==> config.mk <==
export PLATFORM = sky130hd
export DESIGN_NAME = tcwt_engine
export DESIGN_NICKNAME = d
export VERILOG_FILES = /design/src/rtl/tcwt_pkg.sv /design/src/rtl/tcwt_engine.sv
export SDC_FILE = /design/constraint.sdc
export NUM_CORES = 2
export LEC_CHECK = 0
export BUFFER_PORTS_ARGS = -buffer_cell sky130_fd_sc_hd__buf_2
export CORE_AREA = 2 2 322 324
export DETAILED_ROUTE_END_ITERATION = 8
export DIE_AREA = 0 0 324 326
export PLACE_DENSITY_LB_ADDON = 0.08
export SLEW_MARGIN = 40
export SYNTH_ARGS = -nofsm -noshare
export SYNTH_HDL_FRONTEND = slang
export SYNTH_SLANG_ARGS = --single-unit
==> constraint.sdc <==
create_clock -name vclk -period 24.4
set_input_delay 3.66 -clock vclk [all_inputs]
set_output_delay 3.66 -clock vclk [all_outputs]
set_load 0.01 [all_outputs]
==> src/rtl/tcwt_pkg.sv <==
// Shared types, codes and helper functions for the TCP window tracker.
// No dependencies; every other file in rtl except tcwt_checker imports this package.
package tcwt_pkg;

    localparam int CONNECTIONS_DEF = 1024;
    localparam int IDX_W = 10;

    localparam logic [31:0] ACK_SLACK = 32'd67035;  // 0xffff + 1500

    // Opcodes.
    localparam logic [1:0] OP_CHECK  = 2'd0;
    localparam logic [1:0] OP_CREATE = 2'd1;
    localparam logic [1:0] OP_UPDATE = 2'd2;

    // Verdicts.
    localparam logic [2:0] VD_INVALID  = 3'd0;
    localparam logic [2:0] VD_VALID    = 3'd1;
    localparam logic [2:0] VD_RESTART  = 3'd2;
    localparam logic [2:0] VD_REOPEN   = 3'd3;
    localparam logic [2:0] VD_ACCEPTED = 3'd4;

    // Peer phases.
    localparam logic [2:0] PH_CLOSED   = 3'd0;
    localparam logic [2:0] PH_SYN_SENT = 3'd1;
    localparam logic [2:0] PH_ESTAB    = 3'd2;
    localparam logic [2:0] PH_CLOSING  = 3'd3;
    localparam logic [2:0] PH_FINWAIT2 = 3'd4;
    localparam logic [2:0] PH_TIMEWAIT = 3'd5;

    // Flag bit positions.
    localparam int FB_FIN = 0;
    localparam int FB_SYN = 1;
    localparam int FB_RST = 2;
    localparam int FB_PSH = 3;
    localparam int FB_ACK = 4;
    localparam int FB_URG = 5;

    // Option mark bits.
    localparam int OB_WS   = 0;
    localparam int OB_SACK = 1;

    // Configuration register indexes.
    localparam logic [2:0] CFG_SYN_SENT = 3'd0;
    localparam logic [2:0] CFG_SYN_RECV = 3'd1;
    localparam logic [2:0] CFG_ESTAB    = 3'd2;
    localparam logic [2:0] CFG_FIN_WAIT = 3'd3;
    localparam logic [2:0] CFG_CLOSE    = 3'd4;
    localparam logic [2:0] CFG_MAX_WS   = 3'd5;

    typedef enum logic [0:0] {
        ST_IDLE,
        ST_EXEC
    } tcwt_state_t;

    typedef struct packed {
        logic [31:0] seq_cur;
        logic [31:0] seq_lim;
        logic [15:0] max_win;
        logic [3:0]  wshift;
        logic [1:0]  marks;
        logic [2:0]  phase;
    } tcwt_peer_t;

    typedef struct packed {
        tcwt_peer_t p1;
        tcwt_peer_t p0;
    } tcwt_row_t;

    typedef struct packed {
        logic [1:0]  opcode;
        logic        direction;
        logic [7:0]  seg_flags;
        logic [31:0] seq_number;
        logic [31:0] ack_number;
        logic [15:0] window;
        logic [15:0] payload_len;
        logic        wscale_present;
        logic [7:0]  wscale_value;
        logic        sack_present;
        logic [31:0] now_time;
    } tcwt_item_t;

    typedef struct packed {
        logic [31:0] to_syn_sent;
        logic [31:0] to_syn_recv;
        logic [31:0] to_estab;
        logic [31:0] to_fin_wait;
        logic [31:0] to_close;
        logic [3:0]  max_ws;
    } tcwt_cfg_t;

    typedef struct packed {
        logic [2:0]  verdict;
        logic        refresh;
        logic [31:0] expiry;
    } tcwt_result_t;

    function automatic logic seq_geq(input logic [31:0] a, input logic [31:0] b);
        logic [31:0] d;
        begin
            d = a - b;
            return ~d[31];
        end
    endfunction

    function automatic logic [15:0] ceil_shift(input logic [15:0] v, input logic [3:0] s);
        logic [31:0] t;
        begin
            t = ({16'd0, v} + (32'd1 << s) - 32'd1) >> s;
            return t[15:0];
        end
    endfunction

    function automatic logic flags_bad(input logic [7:0] f);
        logic bad;
        begin
            bad = 1'b0;
            if (f[FB_SYN])
            begin
                if (f[FB_RST] | f[FB_FIN])
                    bad = 1'b1;
            end
            else if (!(f[FB_ACK] | f[FB_RST]))
                bad = 1'b1;
            if (!f[FB_ACK] && (f[FB_FIN] | f[FB_PSH] | f[FB_URG]))
                bad = 1'b1;
            return bad;
        end
    endfunction

endpackage

==> src/rtl/tcwt_engine.sv <==
// Segment decision logic: takes one item and its table row, returns the
// updated row and the result. Purely combinational. Uses tcwt_pkg.
module tcwt_engine
    import tcwt_pkg::*;
(
    input  tcwt_item_t   item,
    input  tcwt_row_t    row_in,
    input  tcwt_cfg_t    cfg,
    output tcwt_row_t    row_out,
    output tcwt_result_t result
);

    function automatic logic [3:0] clamp_ws(input logic [7:0] raw, input logic [3:0] lim);
        begin
            return (raw > {4'd0, lim}) ? lim : raw[3:0];
        end
    endfunction

    function automatic void run(
        input  tcwt_item_t   it,
        input  tcwt_row_t    ri,
        input  tcwt_cfg_t    c,
        output tcwt_row_t    ro,
        output tcwt_result_t rs
    );
        tcwt_peer_t  ps;
        tcwt_peer_t  pd;
        logic [7:0]  f;
        logic [3:0]  sws;
        logic [3:0]  dws;
        logic [31:0] endv;
        logic [15:0] win;
        logic [31:0] ack;
        logic [31:0] span;
        logic [31:0] lim;
        logic [31:0] diff;
        logic signed [48:0] skew;
        logic signed [48:0] skew_hi;
        logic [31:0] wsh;
        logic [31:0] cur;
        logic        chk;
        logic        strict;
        logic        loose;
        logic        done;
        logic [31:0] to;
        logic [2:0]  vd;
        logic        rf;
        begin
            f = it.seg_flags;
            ps = '0;
            pd = '0;
            sws = '0;
            dws = '0;
            endv = '0;
            win = it.window;
            ack = it.ack_number;
            span = '0;
            lim = '0;
            diff = '0;
            skew = '0;
            skew_hi = '0;
            wsh = '0;
            cur = '0;
            chk = 1'b1;
            strict = 1'b0;
            loose = 1'b0;
            done = 1'b0;
            to = '0;
            vd = VD_INVALID;
            rf = 1'b0;
            ro = ri;

            case (it.opcode)
                OP_CHECK:
                begin
                    if (!flags_bad(f) && !(f[FB_SYN] && f[FB_ACK]))
                        vd = VD_ACCEPTED;
                end
                OP_CREATE:
                begin
                    ps.seq_cur = it.seq_number;
                    ps.seq_lim = it.seq_number + {16'd0, it.payload_len} + 32'd1;
                    if (f[FB_SYN])
                    begin
                        ps.seq_lim = ps.seq_lim + 32'd1;
                        if (it.wscale_present)
                        begin
                            ps.wshift = clamp_ws(it.wscale_value, c.max_ws);
                            ps.marks[OB_WS] = 1'b1;
                        end
                        if (it.sack_present)
                            ps.marks[OB_SACK] = 1'b1;
                    end
                    else
                    begin
                        ps.wshift = c.max_ws;
                        pd.wshift = c.max_ws;
                        ps.marks[OB_WS] = 1'b1;
                        pd.marks[OB_WS] = 1'b1;
                    end
                    ps.max_win = (it.window != 16'd0) ? it.window : 16'd1;
                    if (ps.wshift != 4'd0)
                        ps.max_win = ceil_shift(ps.max_win, ps.wshift);
                    if (f[FB_FIN])
                        ps.seq_lim = ps.seq_lim + 32'd1;
                    pd.seq_lim = 32'd1;
                    pd.max_win = 16'd1;
                    ps.phase = PH_SYN_SENT;
                    pd.phase = PH_CLOSED;
                    ro.p0 = ps;
                    ro.p1 = pd;
                    vd = VD_ACCEPTED;
                    rf = 1'b1;
                    to = c.to_syn_sent;
                end
                OP_UPDATE:
                begin
                    ps = it.direction ? ri.p1 : ri.p0;
                    pd = it.direction ? ri.p0 : ri.p1;
                    if (flags_bad(f))
                        done = 1'b1;
                    if (!done && f[FB_SYN] && !f[FB_ACK])
                    begin
                        if (pd.phase >= PH_FINWAIT2 && ps.phase >= PH_FINWAIT2)
                        begin
                            ps.phase = PH_CLOSED;
                            pd.phase = PH_CLOSED;
                            vd = VD_REOPEN;
                            done = 1'b1;
                        end
                        else if (ps.phase <= PH_SYN_SENT)
                        begin
                            ps.phase = PH_SYN_SENT;
                            vd = VD_RESTART;
                            rf = 1'b1;
                            to = c.to_syn_sent;
                            done = 1'b1;
                        end
                    end
                    if (!done)
                    begin
                        if (ps.marks[OB_WS] && pd.marks[OB_WS] && !f[FB_SYN])
                        begin
                            sws = ps.wshift;
                            dws = pd.wshift;
                        end
                        endv = it.seq_number + {16'd0, it.payload_len};
                        if (f[FB_SYN])
                            endv = endv + 32'd1;
                        if (ps.phase < PH_SYN_SENT)
                        begin
                            if (f[FB_SYN] && pd.marks[OB_WS])
                            begin
                                if (it.wscale_present)
                                begin
                                    ps.wshift = clamp_ws(it.wscale_value, c.max_ws);
                                    ps.marks[OB_WS] = 1'b1;
                                end
                                if (it.sack_present)
                                    ps.marks[OB_SACK] = 1'b1;
                                if (ps.marks[OB_WS])
                                begin
                                    sws = ps.wshift;
                                    win = ceil_shift(win, sws);
                                    dws = pd.wshift;
                                end
                                else
                                begin
                                    ps.wshift = 4'd0;
                                    pd.wshift = 4'd0;
                                    pd.marks[OB_WS] = 1'b0;
                                end
                            end
                            if (f[FB_FIN])
                                endv = endv + 32'd1;
                            ps.seq_cur = it.seq_number;
                            ps.phase = PH_SYN_SENT;
                            span = {16'd0, pd.max_win} << dws;
                            lim = endv + ((span != 32'd0) ? span : 32'd1);
                            if (ps.seq_lim == 32'd1 || lim >= ps.seq_lim)
                            begin
                                ps.seq_lim = lim;
                                chk = 1'b0;
                            end
                            if (win > ps.max_win)
                                ps.max_win = win;
                        end
                        else if (f[FB_FIN])
                            endv = endv + 32'd1;

                        if (!f[FB_ACK])
                            ack = pd.seq_cur;
                        else if (ack == 32'd0 && f[FB_RST])
                            ack = pd.seq_cur;

                        if (chk)
                        begin
                            diff = pd.seq_cur - ack;
                            skew = {{17{diff[31]}}, diff};
                        end
                        skew_hi = $signed({17'd0, ACK_SLACK << sws});
                        wsh = {16'd0, win} << sws;
                        cur = ps.seq_cur;
                        span = {16'd0, pd.max_win} << dws;
                        strict = seq_geq(ps.seq_lim, endv)
                            && seq_geq(it.seq_number, cur - span)
                            && (skew >= -$signed({17'd0, ACK_SLACK}))
                            && (skew <= skew_hi)
                            && (!f[FB_RST] || it.seq_number == cur
                                || it.seq_number == cur + 32'd1
                                || it.seq_number + 32'd1 == cur);
                        loose = !strict
                            && (pd.phase < PH_SYN_SENT || pd.phase >= PH_FINWAIT2
                                || ps.phase >= PH_FINWAIT2)
                            && seq_geq(ps.seq_lim + ACK_SLACK, endv)
                            && seq_geq(it.seq_number, cur - ACK_SLACK);

                        if (strict || loose)
                        begin
                            if (ps.max_win < win)
                                ps.max_win = win;
                            if (endv != ps.seq_cur && seq_geq(endv, ps.seq_cur))
                                ps.seq_cur = endv;
                            if (seq_geq(ack + wsh, pd.seq_lim))
                                pd.seq_lim = ack + ((wsh != 32'd0) ? wsh : 32'd1);
                            if (strict && f[FB_SYN] && ps.phase < PH_SYN_SENT)
                                ps.phase = PH_SYN_SENT;
                            if (f[FB_FIN] && ps.phase < PH_CLOSING)
                                ps.phase = PH_CLOSING;
                            if (strict && f[FB_ACK])
                            begin
                                if (pd.phase == PH_SYN_SENT)
                                    pd.phase = PH_ESTAB;
                                else if (pd.phase == PH_CLOSING)
                                    pd.phase = PH_FINWAIT2;
                            end
                            if (f[FB_RST])
                            begin
                                ps.phase = PH_TIMEWAIT;
                                pd.phase = PH_TIMEWAIT;
                            end
                            vd = VD_VALID;
                            if (strict)
                            begin
                                rf = 1'b1;
                                if (ps.phase >= PH_FINWAIT2 && pd.phase >= PH_FINWAIT2)
                                    to = c.to_close;
                                else if (ps.phase >= PH_CLOSING && pd.phase >= PH_CLOSING)
                                    to = c.to_fin_wait;
                                else if (ps.phase < PH_ESTAB || pd.phase < PH_ESTAB)
                                    to = c.to_syn_recv;
                                else if (ps.phase >= PH_CLOSING || pd.phase >= PH_CLOSING)
                                    to = c.to_close;
                                else
                                    to = c.to_estab;
                            end
                        end
                    end
                    ro.p0 = it.direction ? pd : ps;
                    ro.p1 = it.direction ? ps : pd;
                end
                default:
                begin
                    vd = VD_INVALID;
                end
            endcase

            rs.verdict = vd;
            rs.refresh = rf;
            rs.expiry = rf ? (it.now_time + to) : 32'd0;
        end
    endfunction

    always_comb
    begin
        run(item, row_in, cfg, row_out, result);
    end

endmodule

==> results.json <==
{
  "wl_per_cell_microns": 28.7,
  "cp.required_ps": 20740,
  "synth_top_area_cell": "ha_1",
  "routed_wirelength_mm": 230,
  "row_count": 118,
  "seqCellArea_sq_um": 0,
  "drtIter0Drc": 5497,
  "design_power_total_uw": 1860,
  "vias_per_cell": 6.35,
  "port_buffers": 703,
  "dp_hpwl_mm": 194,
  "yosysTopAreaCellShare_pct": 16.9,
  "netlist_area_sq_um": 40600,
  "postCtsHoldBufs": 0,
  "period_minus_slack_ps": 23410,
  "ant_nets": 0,
  "met2_usage_pct": 63.9,
  "max-vdd-ir-drop_uv": 19.8,
  "antenna_found_initial": 24,
  "netlist_top_cells_area": "ha_1, mux2i_1, o21ai_0, nand2_1, a21oi_1",
  "holdCritPathClass": "in -> out",
  "synth_cells": 6045,
  "fmax_ghz": 0.0427,
  "worst_slew_pin_slew_ps": 1160,
  "ys_seq_area_share_pct": 0,
  "core_sq_um": 103000,
  "grt_pass1_vias": 46665,
  "nNetsFinal": 7751,
  "critPathCaptureType": "output pin",
  "finalHoldViolCount": 0,
  "synth_nets": 7164,
  "syn_avg_cell_area_sq_um": 6.72,
  "grt-ovfl-total": 0,
  "power.leakage_uw": 0.0220,
  "dp_cells": 8004,
  "use_met3_pct": 8.10,
  "grtUsageMet1_pct": 54.6,
  "yosysWarnings": 0,
  "min_period_over_period_pct": 95.9,
  "slowest_stage": "nor3_1",
  "critPathArrivalTime_ps": 19750,
  "die_h_microns": 326,
  "nClkBuffers": 0,
  "utilization_pct": 45.4,
  "critPathMaxStageDelay_ps": 470,
  "status": "finished clean",
  "pwr_density_cell_nw_per_um2": 40.0,
  "seq_cells": 0,
  "placed_cell_area_sq_um": 46400,
  "drc": 0,
  "busiest_layer": "met2",
  "critical_path_class": "in -> out",
  "cap_violations": 0,
  "dr.pass1.iters": 7,
  "grt_pass1_wl_mm": 325,
  "fin_area_sq_um": 46600,
  "slew_headroom_pct": 20.7,
  "synth_cell_types": 112,
  "start_util_pct": 39.6,
  "drv_slew": 0,
  "crit_fanout": 29,
  "die-area_sq_um": 106000,
  "die_w_microns": 324,
  "crit_top_cell": "buf_4",
  "vias": 50948,
  "fin_cells": 8025,
  "grt_max_degree": 82,
  "gp_congestion": 1.07,
  "drive_above_1_share_pct": 17.9,
  "yosysMostFrequentCell": "nand2_1",
  "syn_to_final_growth_pct": 14.7,
  "ys_top_cells_by_count": "nand2_1, ha_1, o21ai_0",
  "cp-start-kind": "primary input",
  "io_pins": 705,
  "setup_viol": 0,
  "grt_usage_pct": 41.6
}
-- timing repair --
action / in CTS / in global routing
setup endpoints to repair: 0 / 7
setup buffers: 0 / 5
resized for setup: 0 / 29
-- where the power goes --
part | internal [uW] | total (uW) | switching (uW)
clock network | 0.0000370 | 0.0000371 | 0
registers | 0 | 0 | 0
logic | 663 | 1860 | 1200
-- critical path, delay by kind of cell --
kind / cells / cell delay, ps
compound gates: 39 / 8290
xor+xnor: 1 / 260
fa+ha+maj: 5 / 1490
buf+inv: 13 / 2210
mux: 3 / 880
simple gates: 21 / 2830
-- worst paths after layout --
kind   startpoint            to  slack [ps]  cells past startpoint
min   row_in[165]  row_out[165]        7650                      4
max     item[146]    result[31]         990                     82
-- cell families after synthesis --
family                     count (synthesis)  synth area share (%)
and+or+nand+nor                         2026                  24.0
AOI/OAI and AO/OA                       1850                  29.5
buffers and inverters                    777                  7.29
adders and majority gates                628                  20.8
muxes                                    428                  11.0
xor gates and xnor gates                 336                  7.37
-- stage by stage --
step                worst slack, ps  TNS [ps]  hold WS, ps
floorplan                       143         0         7410
global placement                271         0         7650
detailed placement              291         0         7650
CTS                             257         0         7650
global route                  -12.9     -12.9         7690
finish                          989         0         7650
-- final cells by class --
class	instances	area, sq um
Fill cell	11092	56000
Multi-Input combinational cell	5269	38100
Timing Repair Buffer	899	5040
Inverter	462	1730
Tap cell	1380	1730
Antenna cell	15	37.5
-- metal layers --
layer | wire length, microns | vias to the layer above
met3 | 22900 | 565
li1 | - | 23365
met5 | 130 | -
met2 | 98000 | 2824
met4 | 15200 | 18
met1 | 93800 | 24176
-- placed cells by master (no fill, tap or decap), drive strengths merged, types with 43 or more instances in the layout --
cell type and n:
buf 899, nand2 654, o21ai 575, ha 548
nor2 500, inv 460, a21oi 418, mux2i 311
xnor2 231, nand3 155, nor3 144, a21o 119
mux2 112, nand4 105, xor2 103, fa 80
nor4 69, nor2b 66, a22oi 63, a31oi 62
and3 58, nand2b 58, o21a 56, o211ai 54
a211oi 53, and2 43
Note: power is estimated with default switching activity, not from simulation.
